**src/design/sobel_edge_magnitude_assert.svh**
```systemverilog
// ---------------------------------------------------------------------------
// Assertion macros for the Sobel edge magnitude block
// Clocked property wrappers, compiled out when ASSERT_OFF is defined.
// ---------------------------------------------------------------------------
`ifndef SOBEL_EDGE_MAGNITUDE_ASSERT_SVH
`define SOBEL_EDGE_MAGNITUDE_ASSERT_SVH

`ifndef ASSERT_OFF
// property checked outside reset
`define SEM_ASSERT(lbl, clk, rstn, prop, msg) \
  lbl: assert property (@(posedge clk) disable iff (!(rstn)) (prop)) else $error(msg);
// property checked on every edge, reset included
`define SEM_ASSERT_ALWAYS(lbl, clk, prop, msg) \
  lbl: assert property (@(posedge clk) (prop)) else $error(msg);
`else
`define SEM_ASSERT(lbl, clk, rstn, prop, msg)
`define SEM_ASSERT_ALWAYS(lbl, clk, prop, msg)
`endif

`endif

```
**src/design/sem_pkg.sv**
```systemverilog
// ---------------------------------------------------------------------------
// sem_pkg
// Shared constants and types of the Sobel edge magnitude block.
// ---------------------------------------------------------------------------
package sem_pkg;

  localparam int DEF_MAX_WIDTH  = 1024;
  localparam int DEF_MAX_HEIGHT = 1024;

  localparam int CHAN_W      = 8;
  localparam int NUM_CHAN    = 3;
  localparam int PIXEL_W     = CHAN_W * NUM_CHAN;
  localparam int GRAD_W      = 11;
  localparam int CFG_DATA_W  = 11;
  localparam int CFG_INDEX_W = 2;
  localparam int QUEUE_DEPTH = 4;

  localparam logic [CFG_INDEX_W-1:0] REG_IMAGE_WIDTH  = 2'd0;
  localparam logic [CFG_INDEX_W-1:0] REG_IMAGE_HEIGHT = 2'd1;

  localparam int RESET_WIDTH  = 640;
  localparam int RESET_HEIGHT = 480;

  localparam logic [CHAN_W-1:0] EDGE_CAP = 8'd255;
  // 255.5^2 rounded down: anything above rounds to at least 256
  localparam logic [20:0] SUM_LIMIT = 21'd65280;

  typedef struct packed {
    logic [NUM_CHAN-1:0][GRAD_W-1:0] gx;
    logic [NUM_CHAN-1:0][GRAD_W-1:0] gy;
    logic                            last;
  } grad_entry_t;

endpackage

```
**src/design/sem_back.sv**
```systemverilog
// ---------------------------------------------------------------------------
// sem_back
// Magnitude unit: squares Gx and Gy, then a digit-by-digit square root with
// rounding and capping, three channels side by side, into the output register.
// ---------------------------------------------------------------------------
module sem_back (
  input  logic                       clk,
  input  logic                       rst_n,
  input  logic                       q_empty,
  output logic                       q_pop,
  input  sem_pkg::grad_entry_t       q_entry,
  output logic                       out_empty,
  input  logic                       out_pop,
  output logic [sem_pkg::CHAN_W-1:0] out_edge_blue,
  output logic [sem_pkg::CHAN_W-1:0] out_edge_green,
  output logic [sem_pkg::CHAN_W-1:0] out_edge_red,
  output logic                       out_frame_last
);

  localparam int NC = sem_pkg::NUM_CHAN;
  localparam int GW = sem_pkg::GRAD_W;

  typedef enum logic [2:0] {B_IDLE, B_SQUARE, B_SUM, B_ROOT, B_FINISH} state_t;

  state_t      state_r;
  logic [2:0]  cnt_r;
  logic        last_r, out_valid_r;
  logic [GW-1:0] gx_r [NC], gy_r [NC];
  logic [19:0] sqx_r [NC], sqy_r [NC];
  logic [15:0] op_r [NC];
  logic [16:0] res_r [NC];
  logic        cap_r [NC];
  logic [sem_pkg::CHAN_W-1:0] edge_r [NC];

  logic signed [21:0] px [NC], py [NC];
  logic [20:0] sum [NC];
  logic [16:0] one, trial [NC];
  logic [7:0]  mag [NC];
  logic        take;

  assign q_pop     = (state_r == B_IDLE) && !q_empty;
  assign out_empty = !out_valid_r;
  assign take      = !out_valid_r || out_pop;
  assign one       = 17'd1 << {3'd7 - cnt_r, 1'b0};

  always_comb begin
    for (int l = 0; l < NC; l++) begin
      px[l]    = $signed({{11{gx_r[l][GW-1]}}, gx_r[l]}) * $signed({{11{gx_r[l][GW-1]}}, gx_r[l]});
      py[l]    = $signed({{11{gy_r[l][GW-1]}}, gy_r[l]}) * $signed({{11{gy_r[l][GW-1]}}, gy_r[l]});
      sum[l]   = 21'(sqx_r[l]) + 21'(sqy_r[l]);
      trial[l] = res_r[l] + one;
      // round up when the remainder exceeds the root
      if (cap_r[l] || (17'(op_r[l]) > res_r[l] && res_r[l][7:0] == sem_pkg::EDGE_CAP)) begin
        mag[l] = sem_pkg::EDGE_CAP;
      end else if (17'(op_r[l]) > res_r[l]) begin
        mag[l] = res_r[l][7:0] + 8'd1;
      end else begin
        mag[l] = res_r[l][7:0];
      end
    end
  end

  assign out_edge_blue  = edge_r[0];
  assign out_edge_green = edge_r[1];
  assign out_edge_red   = edge_r[2];

  always_ff @(posedge clk) begin
    if (!rst_n) begin
      state_r     <= B_IDLE;
      cnt_r       <= '0;
      out_valid_r <= 1'b0;
    end else begin
      // a new result loaded in the same cycle keeps the register full
      if (out_pop && out_valid_r && state_r != B_FINISH) begin
        out_valid_r <= 1'b0;
      end
      unique case (state_r)
        B_IDLE: begin
          if (!q_empty) begin
            for (int l = 0; l < NC; l++) begin
              gx_r[l] <= q_entry.gx[l];
              gy_r[l] <= q_entry.gy[l];
            end
            last_r  <= q_entry.last;
            state_r <= B_SQUARE;
          end
        end
        B_SQUARE: begin
          for (int l = 0; l < NC; l++) begin
            sqx_r[l] <= px[l][19:0];
            sqy_r[l] <= py[l][19:0];
          end
          state_r <= B_SUM;
        end
        B_SUM: begin
          for (int l = 0; l < NC; l++) begin
            op_r[l]  <= sum[l][15:0];
            cap_r[l] <= sum[l] > sem_pkg::SUM_LIMIT;
            res_r[l] <= '0;
          end
          cnt_r   <= '0;
          state_r <= B_ROOT;
        end
        B_ROOT: begin
          for (int l = 0; l < NC; l++) begin
            if (17'(op_r[l]) >= trial[l]) begin
              op_r[l]  <= op_r[l] - trial[l][15:0];
              res_r[l] <= (res_r[l] >> 1) + one;
            end else begin
              res_r[l] <= res_r[l] >> 1;
            end
          end
          cnt_r <= cnt_r + 1'b1;
          if (cnt_r == 3'd7) begin
            state_r <= B_FINISH;
          end
        end
        B_FINISH: begin
          if (take) begin
            for (int l = 0; l < NC; l++) begin
              edge_r[l] <= mag[l];
            end
            out_frame_last <= last_r;
            out_valid_r    <= 1'b1;
            state_r        <= B_IDLE;
          end else if (out_pop && out_valid_r) begin
            out_valid_r <= 1'b0;
          end
        end
        default: state_r <= B_IDLE;
      endcase
    end
  end

endmodule

```
**config.mk**
```make
export PLATFORM = sky130hd
export DESIGN_NAME = sem_back
export DESIGN_NICKNAME = d
export VERILOG_FILES = /design/src/design/sobel_edge_magnitude_assert.svh /design/src/design/sem_pkg.sv /design/src/design/sem_back.sv
export SDC_FILE = /design/constraint.sdc
export NUM_CORES = 2
export LEC_CHECK = 0
export BUFFER_PORTS_ARGS = -buffer_cell sky130_fd_sc_hd__buf_2
export CAP_MARGIN = 25
export CELL_PAD_IN_SITES_DETAIL_PLACEMENT = 1
export CELL_PAD_IN_SITES_GLOBAL_PLACEMENT = 1
export CORE_AREA = 10 10 289 291
export CTS_CLUSTER_SIZE = 14
export DETAILED_ROUTE_END_ITERATION = 12
export DIE_AREA = 0 0 299 301
export HOLD_SLACK_MARGIN = 0.02
export PLACE_DENSITY = 0.95
export RECOVER_POWER = 50
export SLEW_MARGIN = 20
export SYNTH_ARGS = -nofsm -noshare
export SYNTH_HDL_FRONTEND = slang
export SYNTH_SLANG_ARGS = --single-unit
```
**constraint.sdc**
```tcl
create_clock -name clk -period 33 [get_ports clk]
set_input_delay 9.9 -clock clk [delete_from_list [all_inputs] [get_ports clk]]
set_output_delay 9.9 -clock clk [all_outputs]
set_load 0.02 [all_outputs]
```
==> tab_implementation.tex <==
\begin{tabular}{lr}
\hline
Metric & Value \\
\hline
\multicolumn{2}{l}{\textbf{CTS}} \\
Setup repair bufs after CTS & 0 \\
CTS root buf & sky130\_fd\_sc\_hd\_\_clkbuf\_16 \\
Clock transition at the register clock pins on the worst setup and hold paths after CTS & 0.06 ns \\
Max clock buf depth & 3 \\
CTS HTree Levels & 2 \\
CTS tree & built \\
Total of cells resized after clock tree synthesis & 0 \\
Source-to-sink clock delay at the later pin of the worst-skew pair & 0.70 ns \\
Total clock sinks & 315 \\
CTS Buf Count & 42 \\
Hold Buf Count CTS & 0 \\
\multicolumn{2}{l}{\textbf{Setup path}} \\
Crit Path Class & input port to output pin \\
Required time worst endpoint & 23.10 ns \\
Critical Path Source Type & input port \\
Register-to-register path setup slack & 25.65 ns \\
Worst-path fanout max & 4 \\
Setup crit end kind & output pin \\
Data arrival time of the critical path & 10.49 ns \\
Capture point of the worst path & q\_pop \\
Number of cells on the worst reg-to-reg path & 20 \\
R2r startpoint & gy\_r[0][2]\$\_DFFE\_PP\_ \\
Launch point of the worst path & q\_empty \\
Worst r2r dst & sqy\_r[0][19]\$\_DFFE\_PP\_ \\
\multicolumn{2}{l}{\textbf{Logic synthesis}} \\
Ranking of synthesized cells by instance count & sky130\_fd\_sc\_hd\_\_inv\_1 (937), sky130\_fd\_sc\_hd\_\_fa\_1 (578), sky130\_fd\_sc\_hd\_\_ha\_1 (440) \\
Dominant synthesized flop cell & sky130\_fd\_sc\_hd\_\_edfxtp\_1 \\
Post-synth ARST share & 0\% \\
Part of the Yosys area used for sequential elements & 21.8\% \\
EDFF count, synth & 307 \\
Most instantiated library cell after synthesis & sky130\_fd\_sc\_hd\_\_inv\_1 \\
Post-synth top area share & 26.9\% \\
Register bit total from synthesis & 315 \\
Most area-consuming cells after synthesis & sky130\_fd\_sc\_hd\_\_fa\_1 (27\%), sky130\_fd\_sc\_hd\_\_edfxtp\_1 (21\%), sky130\_fd\_sc\_hd\_\_ha\_1 (13\%), sky130\_fd\_sc\_hd\_\_inv\_1 (8.2\%), sky130\_fd\_sc\_hd\_\_xnor2\_1 (5.1\%) \\
Avg Cell Area, Syn & 9.79 sq um \\
Count of warnings emitted by yosys & 0 \\
Distinct cell type count after synthesis & 84 \\
Top cell type by total area after synthesis & sky130\_fd\_sc\_hd\_\_fa\_1 \\
Number of instances in the synthesized netlist & 4402 \\
Post-Synthesis Net Count & 5491 \\
Netlist area before placement & 0.0431 sq mm \\
\multicolumn{2}{l}{\textbf{Power}} \\
Pwr per Cell Area & 88.6 mW/mm\^{}2 \\
Reported leakage power & 21.3 nW \\
Share of total power in combinational logic & 71.0\% \\
Maximum ir drop on the vdd rail & 0.0579 mV \\
Clock power frac & 12.6\% \\
Psw & 2.20 mW \\
Sequential fraction of design power & 16.3\% \\
Sw Ratio & 54.0\% \\
P\_int & 1.87 mW \\
Overall power consumption & 4.07 mW \\
\multicolumn{2}{l}{\textbf{Floorplanning}} \\
Row count & 102 \\
Die Area & 0.0900 sq mm \\
Floorplan die height & 301 microns \\
Total I/O pin count & 98 \\
Overall die width & 299 microns \\
Core area & 0.0773 sq mm \\
Initial Utilization & 55.7\% \\
\multicolumn{2}{l}{\textbf{Cells and area}} \\
NumNets Final & 5536 \\
Filler Cells Inserted & 8549 \\
Area growth from synthesis to layout & 6.80\% \\
Fraction of final layout cells with drive strength greater than 1 & 4.93\% \\
\multicolumn{2}{l}{\textbf{Global routing}} \\
Antenna violations before repair & 20 \\
First-pass GRT wire length & 253000 microns \\
Total routing resource utilization after global routing & 36.6\% \\
Overflow left after global routing & 0 \\
Maximum number of pins on one net before global-route repair & 77 \\
Number of global-route vias before repair & 41800 \\
\multicolumn{2}{l}{\textbf{Drt}} \\
DR iter-0 viols & 5019 \\
Post-detailed-route DRC marker count & 0 \\
Total routed wirelength & 187000 microns \\
Total vias in the final route & 38300 \\
Detailed-routing iteration count for the pre-antenna-repair pass & 8 \\
Post-DR vias/cell & 6.92 \\
Count of antenna-violating nets left after detailed routing & 0 \\
Detailed-route wire length per cell & 33.8 microns \\
\multicolumn{2}{l}{\textbf{STA}} \\
Skew final & 0.0532 ns \\
Worst slew slack as a fraction of its limit & -47.5\% \\
Measured slew at the worst slew-check pin & 2.21 ns \\
Unrepaired setup endpoints after global routing & no \\
Pins Over Slew Limit & 39 \\
Final Hold Viols & 0 \\
Clock period minus final worst setup slack & 20.39 ns \\
Max Clk Rate & 0.0491 GHz \\
Final setup violating endpoints & 0 \\
Summed negative setup slack over all endpoints & 0 ns \\
Ratio of final minimum period to clock period & 61.8\% \\
\multicolumn{2}{l}{\textbf{Placement}} \\
Final weighted congestion of routability-driven global placement & 0.859 \\
DP HPWL & 109000 microns \\
Port-buffer cells & 97 \\
\multicolumn{2}{l}{\textbf{Run status}} \\
Violated checks & capacitance limit, slew limit \\
Outcome & complete, but fails checks \\
\multicolumn{2}{l}{\textbf{Run}} \\
Max-cap violations & 2 \\
\multicolumn{2}{l}{\textbf{Worst hold path}} \\
Hold crit path type & flop to flop \\
Origin of the worst min-delay path & last\_r\$\_DFFE\_PP\_ \\
\hline
\end{tabular}
==> worst min path at each step <==
stage | to | slack (ns) | depth (start not counted)
6_report | out_frame_last$_DFFE_PP_ | 0.43 | 0
5_1_grt | out_frame_last$_DFFE_PP_ | 0.45 | 0
4_1_cts | out_frame_last$_DFFE_PP_ | 0.43 | 0
3_5_place_dp | out_frame_last$_DFFE_PP_ | 0.42 | 0
3_3_place_gp | out_frame_last$_DFFE_PP_ | 0.42 | 0
2_1_floorplan | out_frame_last$_DFFE_PP_ | 0.40 | 0
==> worst max-delay path, stage by stage <==
cell,delay (ns)
sky130_fd_sc_hd__buf_2,0.12
sky130_fd_sc_hd__nor4_1,0.23
sky130_fd_sc_hd__buf_2,0.23
==> cells by family (layout without fill, tap and decap cells) <==
| family | after synthesis | after routing | synth area share [%] |
|---|---|---|---|
| buf+inv | 1051 | 1129 | 9.27 |
| xor+xnor | 333 | 333 | 6.79 |
| other cells | 0 | 16 | 0 |
| flops | 315 | 315 | 21.8 |
| mux | 64 | 64 | 1.56 |
| fa+ha+maj | 1025 | 1025 | 39.8 |
| compound gates | 614 | 614 | 9.28 |
| simple gates | 1000 | 1000 | 11.5 |
==> layout by cell type, fill, tap and decap left out, types with 56 or more instances in the layout <==
cell	n
sky130_fd_sc_hd__buf_2	89
sky130_fd_sc_hd__nor2_1	179
sky130_fd_sc_hd__ha_1	440
sky130_fd_sc_hd__nor2b_1	65
sky130_fd_sc_hd__o21ai_0	104
sky130_fd_sc_hd__a21oi_1	186
sky130_fd_sc_hd__inv_1	937
sky130_fd_sc_hd__xor2_1	83
sky130_fd_sc_hd__and2_1	155
sky130_fd_sc_hd__nand2_1	297
sky130_fd_sc_hd__a21o_1	56
sky130_fd_sc_hd__nand3_1	64
sky130_fd_sc_hd__fa_1	578
sky130_fd_sc_hd__xnor2_1	249
sky130_fd_sc_hd__edfxtp_1	307
==> layout make-up <==
type / count / area, sq um / share of cell area [%]
timing repair buffer: 113 / 613 / 1.33
clock inverter: 26 / 309 / 0.672
sequential: 315 / 9380 / 20.4
antenna: 16 / 40.0 / 0.0870
inverter: 939 / 3520 / 7.66
tap: 1040 / 1300 / 2.83
clock buffer: 51 / 1110 / 2.42
multi-input combinational: 3036 / 29700 / 64.6
==> metrics by stage <==
stage | std cells | setup WS [ns] | util (%) | instance area, sq um | hold WS, ns
2_1_floorplan | 4402 | 12.57 | - | 43100 | 0.400
3_3_place_gp | 5441 | 12.71 | 57.6 | 44500 | 0.418
3_5_place_dp | 5441 | 12.67 | 57.6 | 44500 | 0.420
4_1_cts | 5518 | 12.60 | 59.4 | 46000 | 0.434
5_1_grt | 5526 | 12.55 | 59.5 | 46000 | 0.449
6_report | 5536 | 12.61 | 59.5 | 46000 | 0.427
==> metal layers <==
layer	vias to the layer above	global-route usage, %	wire [microns]
met5	-	0.0541	436
met4	22	32.0	21700
met3	1726	10.9	25400
met2	3763	59.9	81800
met1	18400	38.2	57700
li1	14400	-	-
==> flip-flops by register name, indices dropped and copies added (netlist names) <==
register and flops:
res_r 51, gx_r 33, out_valid_r 1, state_r 3
cnt_r 3, cap_r 3, edge_r 24, out_frame_last 1
last_r 1, sqx_r 57, sqy_r 57, op_r 48
gy_r 33
==> power groups by stage <==
stage | Sequential, mW | Clock, mW | Combinational (mW)
2_1_floorplan | 0.629 | 0 | 1.58
3_5_place_dp | 0.654 | 0 | 2.29
4_1_cts | 0.651 | 0.498 | 2.54
5_1_grt | 0.665 | 0.523 | 2.95
6_report | 0.666 | 0.515 | 2.89
3_3_place_gp | 0.647 | 0 | 1.97
No activity file was read; power rests on OpenSTA's default activity.
