**src/design/sobel_edge_magnitude_assert.svh**
```systemverilog
// ---------------------------------------------------------------------------
// Assertion macros for the Sobel edge magnitude block
// Clocked property wrappers, compiled out when ASSERT_OFF is defined.
// ---------------------------------------------------------------------------
`ifndef SOBEL_EDGE_MAGNITUDE_ASSERT_SVH
`define SOBEL_EDGE_MAGNITUDE_ASSERT_SVH

`ifndef ASSERT_OFF
// property checked outside reset
`define SEM_ASSERT(lbl, clk, rstn, prop, msg) \
  lbl: assert property (@(posedge clk) disable iff (!(rstn)) (prop)) else $error(msg);
// property checked on every edge, reset included
`define SEM_ASSERT_ALWAYS(lbl, clk, prop, msg) \
  lbl: assert property (@(posedge clk) (prop)) else $error(msg);
`else
`define SEM_ASSERT(lbl, clk, rstn, prop, msg)
`define SEM_ASSERT_ALWAYS(lbl, clk, prop, msg)
`endif

`endif

```
**src/design/sem_pkg.sv**
```systemverilog
// ---------------------------------------------------------------------------
// sem_pkg
// Shared constants and types of the Sobel edge magnitude block.
// ---------------------------------------------------------------------------
package sem_pkg;

  localparam int DEF_MAX_WIDTH  = 1024;
  localparam int DEF_MAX_HEIGHT = 1024;

  localparam int CHAN_W      = 8;
  localparam int NUM_CHAN    = 3;
  localparam int PIXEL_W     = CHAN_W * NUM_CHAN;
  localparam int GRAD_W      = 11;
  localparam int CFG_DATA_W  = 11;
  localparam int CFG_INDEX_W = 2;
  localparam int QUEUE_DEPTH = 4;

  localparam logic [CFG_INDEX_W-1:0] REG_IMAGE_WIDTH  = 2'd0;
  localparam logic [CFG_INDEX_W-1:0] REG_IMAGE_HEIGHT = 2'd1;

  localparam int RESET_WIDTH  = 640;
  localparam int RESET_HEIGHT = 480;

  localparam logic [CHAN_W-1:0] EDGE_CAP = 8'd255;
  // 255.5^2 rounded down: anything above rounds to at least 256
  localparam logic [20:0] SUM_LIMIT = 21'd65280;

  typedef struct packed {
    logic [NUM_CHAN-1:0][GRAD_W-1:0] gx;
    logic [NUM_CHAN-1:0][GRAD_W-1:0] gy;
    logic                            last;
  } grad_entry_t;

endpackage

```
**src/design/sem_queue.sv**
```systemverilog
// ---------------------------------------------------------------------------
// sem_queue
// Short FIFO of gradient entries between the window front and the root back.
// ---------------------------------------------------------------------------
module sem_queue #(
  parameter int DEPTH = sem_pkg::QUEUE_DEPTH
) (
  input  logic                 clk,
  input  logic                 rst_n,
  input  logic                 push,
  input  sem_pkg::grad_entry_t push_data,
  output logic                 full,
  input  logic                 pop,
  output sem_pkg::grad_entry_t pop_data,
  output logic                 empty
);

  localparam int PW = $clog2(DEPTH);
  localparam int CW = $clog2(DEPTH + 1);

  sem_pkg::grad_entry_t mem_r [DEPTH];
  logic [PW-1:0] wr_ptr_r, rd_ptr_r;
  logic [CW-1:0] count_r;
  logic          do_push, do_pop;

  assign full     = (count_r == CW'(DEPTH));
  assign empty    = (count_r == '0);
  assign do_push  = push && !full;
  assign do_pop   = pop && !empty;
  assign pop_data = mem_r[rd_ptr_r];

  always_ff @(posedge clk) begin
    if (do_push) begin
      mem_r[wr_ptr_r] <= push_data;
    end
  end

  always_ff @(posedge clk) begin
    if (!rst_n) begin
      wr_ptr_r <= '0;
      rd_ptr_r <= '0;
      count_r  <= '0;
    end else begin
      if (do_push) begin
        wr_ptr_r <= (wr_ptr_r == PW'(DEPTH - 1)) ? '0 : wr_ptr_r + 1'b1;
      end
      if (do_pop) begin
        rd_ptr_r <= (rd_ptr_r == PW'(DEPTH - 1)) ? '0 : rd_ptr_r + 1'b1;
      end
      case ({do_push, do_pop})
        2'b10:   count_r <= count_r + 1'b1;
        2'b01:   count_r <= count_r - 1'b1;
        default: count_r <= count_r;
      endcase
    end
  end

endmodule

```
**config.mk**
```make
export PLATFORM = sky130hd
export DESIGN_NAME = sem_queue
export DESIGN_NICKNAME = d
export VERILOG_FILES = /design/src/design/sobel_edge_magnitude_assert.svh /design/src/design/sem_pkg.sv /design/src/design/sem_queue.sv
export SDC_FILE = /design/constraint.sdc
export NUM_CORES = 1
export LEC_CHECK = 0
export BUFFER_PORTS_ARGS = -buffer_cell sky130_fd_sc_hd__buf_4
export CORE_AREA = 5 5 137 139
export CTS_BUF_LIST = sky130_fd_sc_hd__clkbuf_8
export DETAILED_ROUTE_END_ITERATION = 7
export DIE_AREA = 0 0 142 144
export PLACE_DENSITY = 0.77
export REMOVE_ABC_BUFFERS = 1
export SLEW_MARGIN = 40
export SYNTH_ARGS = -nofsm -noshare
export SYNTH_HDL_FRONTEND = slang
export SYNTH_SLANG_ARGS = --single-unit
```
**constraint.sdc**
```tcl
create_clock -name clk -period 7.9 [get_ports clk]
set_input_delay 1.58 -clock clk [delete_from_list [all_inputs] [get_ports clk]]
set_output_delay 1.58 -clock clk [all_outputs]
set_load 0.02 [all_outputs]
```
==> results.sh, run 1 <==
export IMPL_grt_pass1_vias=5119
export IMPL_drc=0
export IMPL_syn_cell_area_sq_um=10200
export IMPL_synth_flop_cell="edfxtp_1"
export IMPL_setup_tns_ps=0
export IMPL_wl_mm=18.3
export IMPL_htreeDepth=2
export IMPL_hold_violations=0
export IMPL_crit_type="reg -> out"
export IMPL_overflow=0
export IMPL_diodes=0
export IMPL_io_buffers=139
export IMPL_via_per_inst=5.61
export IMPL_firstDrtPassIters=4
export IMPL_dieArea_sq_um=20400
export IMPL_cts_buffers=42
export IMPL_fillers=1107
export IMPL_ys_ff_latch=277
export IMPL_clockRootBuffer="clkbuf_8"
export IMPL_track_usage_pct=18.4
export IMPL_post_cts_buffers=0
export IMPL_final_cell_mix="edfxtp_1, buf_4, mux4_2"
export IMPL_rsz0062_at_grt="no"
export IMPL_worstSetupStartpointType="flop"
export IMPL_ant_nets=0
export IMPL_peakVddDrop_uv=213
export IMPL_grt_first_pass_wirelength_mm=28.4
export IMPL_synth_area_leaders="edfxtp_1, mux4_2, dfxtp_1, buf_12, ha_1"
export IMPL_synth_top_area_share_pct=79.0
export IMPL_ioPinCount=140
export IMPL_worstHoldPathType="reg -> reg"
export IMPL_postCtsResizedCells=0
export IMPL_fin_worst_skew_ps=15.9
export IMPL_routed_via_count=4688
export IMPL_tightestPinTransition_ps=595
export IMPL_power_uw=3880
export IMPL_ys_seq_area_share_pct=80.7
export IMPL_grt_max_degree=42
export IMPL_yosys_warnings=0
export IMPL_worst_setup_path_end_kind="output pin"
export IMPL_synth_area_leader_cell="edfxtp_1"
export IMPL_clk_latency_ps=520
export IMPL_holdBufCountCts=0
export IMPL_clkTransAtPathRegs_ps=60
export IMPL_wire_per_inst_um=21.9
export IMPL_max_clock_freq_ghz=0.241
export IMPL_synthCells=406
export IMPL_synthArstFlopShare_pct=0
export IMPL_multi_input_area_sq_um=1790
export IMPL_syn_to_final_growth_pct=20.6
export IMPL_antenna_found_initial=1
export IMPL_drive_gt1_share_pct=44.6
export IMPL_drv_slew=0
export IMPL_nNetsFinal=661
export IMPL_drv_cap=0
export IMPL_layout_min_cycle_time_ps=4160
export IMPL_crit_required_ps=6320
export IMPL_cts_sinks=277
export IMPL_num_rows=49
export IMPL_fin_crit_sh_pct=52.6
export IMPL_setup_viol=0
export IMPL_p_per_area_nw_per_um2=315
export IMPL_die_h_um=144
export IMPL_holdPathStages=2
export IMPL_path_max_fanout=41
export IMPL_dieWidth_um=142
export IMPL_core_sq_um=17500
export IMPL_mostFrequentLayoutCell="edfxtp_1"
export IMPL_synth_distinct_cells=26
export IMPL_cp_arrival_ps=2580
export IMPL_place_gp_congestion=0.668
export IMPL_leakagePower_uw=0.00419
export IMPL_cts_tree="built"
export IMPL_dp_hpwl_mm=11.7
export IMPL_synth_edf_count=268
export IMPL_whs_ps=497
export IMPL_drt_iter0_drc=247
export IMPL_regArea_sq_um=8240
export IMPL_syn_avg_cell_area_sq_um=25.1
export IMPL_reg2regPathDepth=9
export IMPL_start_util_pct=58.1
export IMPL_clock_path_buffers=3
export IMPL_status="finished clean"
export IMPL_maxSlewHeadroom_pct=60.3
[power breakdown]
group	internal, uW	switching [uW]
Sequential	1780	77.8
Clock	499	483
Combinational	506	532
Total	2780	1090
[state kept, by name, summed over array words and instances, names as in the netlist, named ones only]
register and cells:
wr_ptr_r 2, rd_ptr_r 2, count_r 3, mem_r 268
[cells by family (layout without fill, tap and decap cells)]
family	count (synthesis)	in the layout	share of synthesized area, %
adders and majority gates	7	7	0.933
muxes	69	69	15.0
DFF	277	277	80.7
buffers and inverters	24	224	1.76
xor gates and xnor gates	2	2	0.172
and+or+nand+nor	21	21	1.04
AOI/OAI and AO/OA	6	6	0.344
[area by class of cell]
cell class | instances | area share, %
inverters | 7 | 0.214
clock buffers | 43 | 4.81
multi-input cells | 105 | 14.6
flip-flops and latches | 277 | 67.0
repair buffers | 150 | 10.3
clock inverters | 24 | 0.794
well taps | 229 | 2.33
[critical path, cell delays in order (launching register included)]
cell and delay, ps:
dfxtp_4 690, buf_6 540, mux4_2 610, buf_4 180
[per-layer routing]
layer / GRT usage, % / up-vias / part of all wire [%]
met5: 0 / - / 0.066
met2: 29.8 / 150 / 50
li1: - / 2069 / -
met1: 25.3 / 2443 / 41
met4: 5.05 / 2 / 1.7
met3: 4.99 / 24 / 7.3
[metrics by stage]
step	area, sq um	std cells	worst slack (ps)	util [%]
after CTS	12300	835	3600	70.1
after global routing	12300	835	3480	70.1
final	12300	835	3740	70.1
after detailed placement	11600	768	4170	66.2
after floorplan	10000	389	2750	-
after global placement	11400	758	3940	65.0
[path summary, 6_finish.rpt]
kind / from / end / slack (ps)
setup reg to reg: count_r[2] / count_r[2] / 5480
hold reg to reg: wr_ptr_r[1] / wr_ptr_r[1] / 500
hold / removal: wr_ptr_r[1] / wr_ptr_r[1] / 500
setup / recovery: flop / pop_data[12] / 3740
[Yosys cell counts, types with 2 or more instances]
library cell    n
nor2_1          2
and2_1          6
buf_1           3
ha_1            6
o21ai_0         4
mux2i_1         2
edfxtp_1      268
inv_1           7
mux4_2         67
buf_4           3
nand3_1         2
nand2_1         7
dfxtp_1         9
clkbuf_1        2
buf_2           4
buf_12          4
Note: power is estimated with default switching activity, not from simulation.
==> run 2: changes to the inputs <==
--- a/config.mk
+++ b/config.mk
@@ -5,12 +5,13 @@
 export SDC_FILE = /design/constraint.sdc
 export NUM_CORES = 1
 export LEC_CHECK = 0
+export ABC_AREA = 1
 export BUFFER_PORTS_ARGS = -buffer_cell sky130_fd_sc_hd__buf_4
-export CORE_AREA = 5 5 137 139
+export CORE_AREA = 5 5 146 148
 export CTS_BUF_LIST = sky130_fd_sc_hd__clkbuf_8
 export DETAILED_ROUTE_END_ITERATION = 7
-export DIE_AREA = 0 0 142 144
-export PLACE_DENSITY = 0.77
+export DIE_AREA = 0 0 151 153
+export PLACE_DENSITY = 0.73
 export REMOVE_ABC_BUFFERS = 1
 export SLEW_MARGIN = 40
 export SYNTH_ARGS = -nofsm -noshare
==> constraint.sdc (replaced) <==
create_clock -name clk -period 3.8 [get_ports clk]
set_input_delay 0.76 -clock clk [delete_from_list [all_inputs] [get_ports clk]]
set_output_delay 0.76 -clock clk [all_outputs]
set_load 0.02 [all_outputs]
==> results.sh, run 2 <==
export IMPL_fin_worst_skew_ps=17.3
export IMPL_firstDrtPassIters=4
export IMPL_whs_ps=421
export IMPL_min_from="push_data[34]"
export IMPL_mostFrequentLayoutCell="edfxtp_1"
export IMPL_reg2reg_slack_ps=1630
export IMPL_yosysMostFrequentCell="edfxtp_1"
export IMPL_ys_ff_latch=277
export IMPL_worst_setup_path_end_kind="output pin"
export IMPL_r2r_end="mem_r[1][17]"
export IMPL_final_cell_mix="edfxtp_1, buf_4, nor2_1"
export IMPL_drv_cap=0
export IMPL_wl_mm=21.5
export IMPL_synth_flop_cell="edfxtp_1"
export IMPL_largest_register="mem_r"
export IMPL_crit_type="reg -> out"
export IMPL_dieWidth_um=151
export IMPL_synth_common_cells="edfxtp_1, nor2_1, o21ai_0, o22ai_1, inv_1"
export IMPL_start_util_pct=52.4
export IMPL_top_regs="mem_r: 268 flops, count_r: 3 flops"
export IMPL_fillers=1530
export IMPL_rr_startpoint="count_r[1]"
export IMPL_p_comb_share_pct=30.8
export IMPL_clkTransAtPathRegs_ps=60
export IMPL_leakagePower_uw=0.00446
export IMPL_io_buffers=139
export IMPL_yosys_warnings=0
export IMPL_critPathMaxStageDelay_ps=750
export IMPL_peakVddDrop_uv=467
export IMPL_drv_slew=0
export IMPL_postCtsResizedCells=0
export IMPL_syn_to_final_growth_pct=19.7
export IMPL_crit_required_ps=3040
export IMPL_syn_cell_area_sq_um=10400
export IMPL_dp_hpwl_mm=12.2
export IMPL_synth_top_area_share_pct=77.1
export IMPL_wire_per_inst_um=18.3
export IMPL_stdcell_count=1177
export IMPL_clk_latency_ps=530
export IMPL_hold_violations=0
export IMPL_grt_first_pass_wirelength_mm=33.0
export IMPL_ioPinCount=140
export IMPL_synth_distinct_cells=23
export IMPL_rsz0062_at_grt="no"
export IMPL_synth_edf_count=268
export IMPL_worstHoldPathType="in -> reg"
export IMPL_swShare_pct=33.9
export IMPL_synth_area_leaders="edfxtp_1, o21ai_0, nor2_1, o22ai_1, dfxtp_1"
export IMPL_ant_nets=0
export IMPL_final_util_pct=62.8
export IMPL_pwr_share_seq_pct=42.7
export IMPL_holdPathStages=1
export IMPL_setup_viol=0
export IMPL_hold_path_end="mem_r[0][34]"
export IMPL_layout_min_cycle_time_ps=3210
export IMPL_setup_ws_ps=586
export IMPL_drive_gt1_share_pct=23.9
export IMPL_tightestPinTransition_ps=745
export IMPL_post_cts_buffers=0
export IMPL_path_max_fanout=57
export IMPL_track_usage_pct=18.3
export IMPL_core_sq_um=19900
export IMPL_largest_register_ffs=268
export IMPL_max_clock_freq_ghz=0.311
export IMPL_syn_avg_cell_area_sq_um=14.5
export IMPL_maxSlewHeadroom_pct=50.3
export IMPL_p_per_area_nw_per_um2=711
export IMPL_cts_sinks=277
export IMPL_drc=0
export IMPL_dieArea_sq_um=23100
export IMPL_fin_crit_sh_pct=84.6
export IMPL_antenna_found_initial=0
export IMPL_clockRootBuffer="clkbuf_8"
export IMPL_status="finished clean"
export IMPL_htreeDepth=2
export IMPL_clock_path_buffers=3
export IMPL_ys_seq_area_share_pct=78.8
export IMPL_holdBufCountCts=0
export IMPL_die_h_um=153
export IMPL_place_ws_ps=1120
export IMPL_synth_area_leader_cell="edfxtp_1"
export IMPL_num_rows=52
export IMPL_power_switching_uw=3010
export IMPL_place_gp_congestion=0.770
export IMPL_drt_iter0_drc=430
export IMPL_synthArstFlopShare_pct=0
export IMPL_overflow=0
export IMPL_synthCells=719
export IMPL_reg2regPathDepth=5
export IMPL_crit_path_frequent_cell="buf_4"
export IMPL_clkPwrFrac_pct=26.4
export IMPL_routed_via_count=6344
export IMPL_diodes=0
export IMPL_nNetsFinal=951
export IMPL_regArea_sq_um=8230
export IMPL_grt_max_degree=135
export IMPL_slowest_stage="dfxtp_4"
export IMPL_intPower_uw=5880
export IMPL_cts_tree="built"
export IMPL_path_cells="buf_4, o21ai_0, o22ai_1, buf_4"
export IMPL_worstSetupStartpointType="flop"
export IMPL_cts_buffers=44
export IMPL_via_per_inst=5.39
export IMPL_dp_cells=1097
export IMPL_cp_arrival_ps=2450
export IMPL_grt_pass1_vias=6308
export IMPL_multi_input_area_sq_um=1880
==> run 2: cell types whose count changed after synthesis, moves of 6 or more <==
cell / delta
and2_1: -6
buf_2: +10
buf_6: +9
clkbuf_1: +6
clkbuf_2: +7
inv_1: +10
mux4_2: -67
nand2_1: +7
nor2_1: +147
o21ai_0: +129
o22ai_1: +67
==> run 2: layout make-up <==
type                       instances  area share (%)
tap                              270            2.70
timing repair buffer             151            9.17
multi-input combinational        380            15.0
sequential                       277            65.9
inverter                          19           0.631
clock inverter                    35            1.63
clock buffer                      45            4.96
==> run 2: logic make-up after synthesis <==
group | count (synthesis) | synth area share (%)
compound gates | 206 | 10.7
fa+ha+maj | 7 | 0.911
flops | 277 | 78.8
simple gates | 167 | 6.10
buf+inv | 62 | 3.46
==> run 2: worst max path at each step <==
| stage | cells past startpoint | endpoint | startpoint |
|---|---|---|---|
| final | 4 | pop_data[25] | flop |
| after floorplan | 3 | pop_data[0] | flop |
| after detailed placement | 4 | pop_data[48] | flop |
| after global placement | 4 | pop_data[48] | flop |
| after CTS | 4 | pop_data[48] | flop |
| after global routing | 4 | pop_data[21] | flop |
==> run 2: metrics by stage <==
stage	power, uW	TNS (ps)	area [sq um]
4_1_cts	8990	0	12500
2_1_floorplan	5400	-128730	10200
5_1_grt	9350	0	12500
3_3_place_gp	6580	0	11700
3_5_place_dp	6630	0	11700
6_report	8890	0	12500
==> run 2: critical path, delay by kind of cell, from the launching register on <==
family	cells	cell delay, ps
buf+inv	2	700
flops	1	750
compound gates	2	450
==> run 2: power by group through the flow <==
stage,registers [uW],clock network [uW],logic [uW]
after floorplan,3920,0,1470
after global placement,3850,0,2730
after detailed placement,3860,0,2770
after CTS,3800,2410,2780
after global routing,3830,2550,2970
final,3800,2350,2740
==> run 2: layer usage <==
layer | track usage (%) | vias up | share of wire [%]
li1 | - | 2996 | -
met1 | 24.3 | 3133 | 42
met2 | 29.4 | 188 | 48
met3 | 5.86 | 27 | 7.9
met4 | 5.01 | 0 | 1.4
met5 | 0 | - | 0
==> run 3: changes to the inputs <==
--- a/config.mk
+++ b/config.mk
@@ -5,12 +5,12 @@
 export SDC_FILE = /design/constraint.sdc
 export NUM_CORES = 1
 export LEC_CHECK = 0
-export ABC_AREA = 1
+export ABC_AREA = 0
 export BUFFER_PORTS_ARGS = -buffer_cell sky130_fd_sc_hd__buf_4
-export CORE_AREA = 5 5 146 148
+export CORE_AREA = 5 5 145 147
 export CTS_BUF_LIST = sky130_fd_sc_hd__clkbuf_8
 export DETAILED_ROUTE_END_ITERATION = 7
-export DIE_AREA = 0 0 151 153
+export DIE_AREA = 0 0 150 152
 export PLACE_DENSITY = 0.73
 export REMOVE_ABC_BUFFERS = 1
 export SLEW_MARGIN = 40
==> constraint.sdc (replaced) <==
create_clock -name clk -period 2.7 [get_ports clk]
set_input_delay 0.54 -clock clk [delete_from_list [all_inputs] [get_ports clk]]
set_output_delay 0.54 -clock clk [all_outputs]
set_load 0.02 [all_outputs]
==> results.sh, run 3 (synthesis results as in run 1) <==
export IMPL_grt_first_pass_wirelength_mm=28.8
export IMPL_grt_max_degree=47
export IMPL_core_sq_um=19800
export IMPL_fin_worst_skew_ps=10.3
export IMPL_cts_tree="built"
export IMPL_worstHoldPathType="in -> reg"
export IMPL_clockRootBuffer="clkbuf_8"
export IMPL_num_rows=52
export IMPL_dp_cells=813
export IMPL_nNetsFinal=668
export IMPL_maxSlewHeadroom_pct=57.8
export IMPL_fillers=1398
export IMPL_p_per_area_nw_per_um2=934
export IMPL_final_cell_mix="edfxtp_1, buf_4, mux4_2"
export IMPL_die_h_um=152
export IMPL_max_clock_freq_ghz=0.405
export IMPL_regArea_sq_um=8240
export IMPL_dieArea_sq_um=22800
export IMPL_io_buffers=139
export IMPL_path_max_fanout=11
export IMPL_largest_register="mem_r"
export IMPL_drv_slew=0
export IMPL_grt_pass1_vias=5285
export IMPL_leakagePower_uw=0.00427
export IMPL_rsz0062_at_grt="no"
export IMPL_dieWidth_um=150
export IMPL_overflow=0
export IMPL_worstSetupStartpointType="flop"
export IMPL_clkTransAtPathRegs_ps=60
export IMPL_power_uw=11600
export IMPL_largest_register_ffs=268
export IMPL_tightestPinTransition_ps=628
export IMPL_holdBufCountCts=0
export IMPL_multi_input_area_sq_um=1790
export IMPL_crit_required_ps=2160
export IMPL_clk_latency_ps=510
export IMPL_mostFrequentLayoutCell="edfxtp_1"
export IMPL_start_util_pct=51.5
export IMPL_hold_violations=0
export IMPL_drive_gt1_share_pct=44.9
export IMPL_track_usage_pct=16.5
export IMPL_place_gp_congestion=0.761
export IMPL_drc=0
export IMPL_drt_iter0_drc=199
export IMPL_stdcell_count=892
export IMPL_whs_ps=225
export IMPL_status="finished clean"
export IMPL_layout_min_cycle_time_ps=2470
export IMPL_rr_startpoint="count_r[2]"
export IMPL_top_regs="mem_r: 268 flops, count_r: 3 flops"
export IMPL_syn_to_final_growth_pct=22.3
export IMPL_cp_arrival_ps=1930
export IMPL_cts_buffers=43
export IMPL_reg2reg_slack_ps=430
export IMPL_setup_viol=0
export IMPL_drv_cap=0
export IMPL_fin_crit_sh_pct=91.4
export IMPL_peakVddDrop_uv=622
export IMPL_endpoint="pop_data[31]"
export IMPL_wire_per_inst_um=20.7
export IMPL_crit_type="reg -> out"
export IMPL_ant_nets=0
export IMPL_routed_via_count=4738
export IMPL_r2r_end="count_r[2]"
export IMPL_worst_setup_path_end_kind="output pin"
export IMPL_final_util_pct=63.0
export IMPL_via_per_inst=5.31
export IMPL_ioPinCount=140
export IMPL_wl_mm=18.5
export IMPL_reg2regPathDepth=9
export IMPL_cts_sinks=277
export IMPL_firstDrtPassIters=6
export IMPL_setup_tns_ps=0
export IMPL_diodes=0
export IMPL_htreeDepth=2
export IMPL_dp_hpwl_mm=11.6
export IMPL_clock_path_buffers=3
export IMPL_antenna_found_initial=0
==> run 3: layout make-up <==
cell class              instances  share of cell area [%]
clock buffers                  45                    4.97
inverters                       7                   0.211
repair buffers                156                    10.4
flip-flops and latches        277                    66.1
clock inverters                32                    1.22
multi-input cells             105                    14.4
well taps                     270                    2.71
==> run 3: how the worst min path moves through the flow <==
stage | slack [ps] | start | end | cells after the start
2_1_floorplan | 470 | wr_ptr_r[1] | wr_ptr_r[1] | 2
3_3_place_gp | 480 | wr_ptr_r[1] | wr_ptr_r[1] | 2
3_5_place_dp | 530 | rd_ptr_r[0] | flop | 2
4_1_cts | 190 | push_data[2] | mem_r[2][2] | 1
5_1_grt | 180 | push_data[50] | mem_r[1][50] | 1
6_report | 230 | push_data[21] | mem_r[2][21] | 1
==> run 3: timing repair <==
item                       4_1_cts  5_1_grt
resized for setup                0        0
setup buffers                    2        0
setup endpoints to repair       43        0
==> run 3: metal layers <==
layer / track usage (%) / up-vias / part of all wire, %
met1: 21.1 / 2478 / 40
met2: 27.6 / 134 / 52
li1: - / 2088 / -
met5: 0 / - / 0
met4: 5.97 / 0 / 2.3
met3: 4.20 / 38 / 5.9
==> run 3: worst max-delay path, stage by stage (launching register included) <==
cell	delay [ps]
dfxtp_4	420
buf_4	270
mux4_2	550
buf_4	180
==> run 3: per-stage QoR <==
stage               area, sq um  setup slack [ps]
global route              12500               117
CTS                       12500               156
floorplan                 10000             -1410
global placement          11700               488
finish                    12500               231
detailed placement        11700               403
==> run 3: power by group <==
group | switching [uW] | total (uW) | internal (uW) | leakage, uW
combinational | 1650 | 3190 | 1530 | 0.00129
sequential | 146 | 5350 | 5200 | 0.00253
clock | 1470 | 3100 | 1630 | 0.000452
total | 3270 | 11600 | 8370 | 0.00427
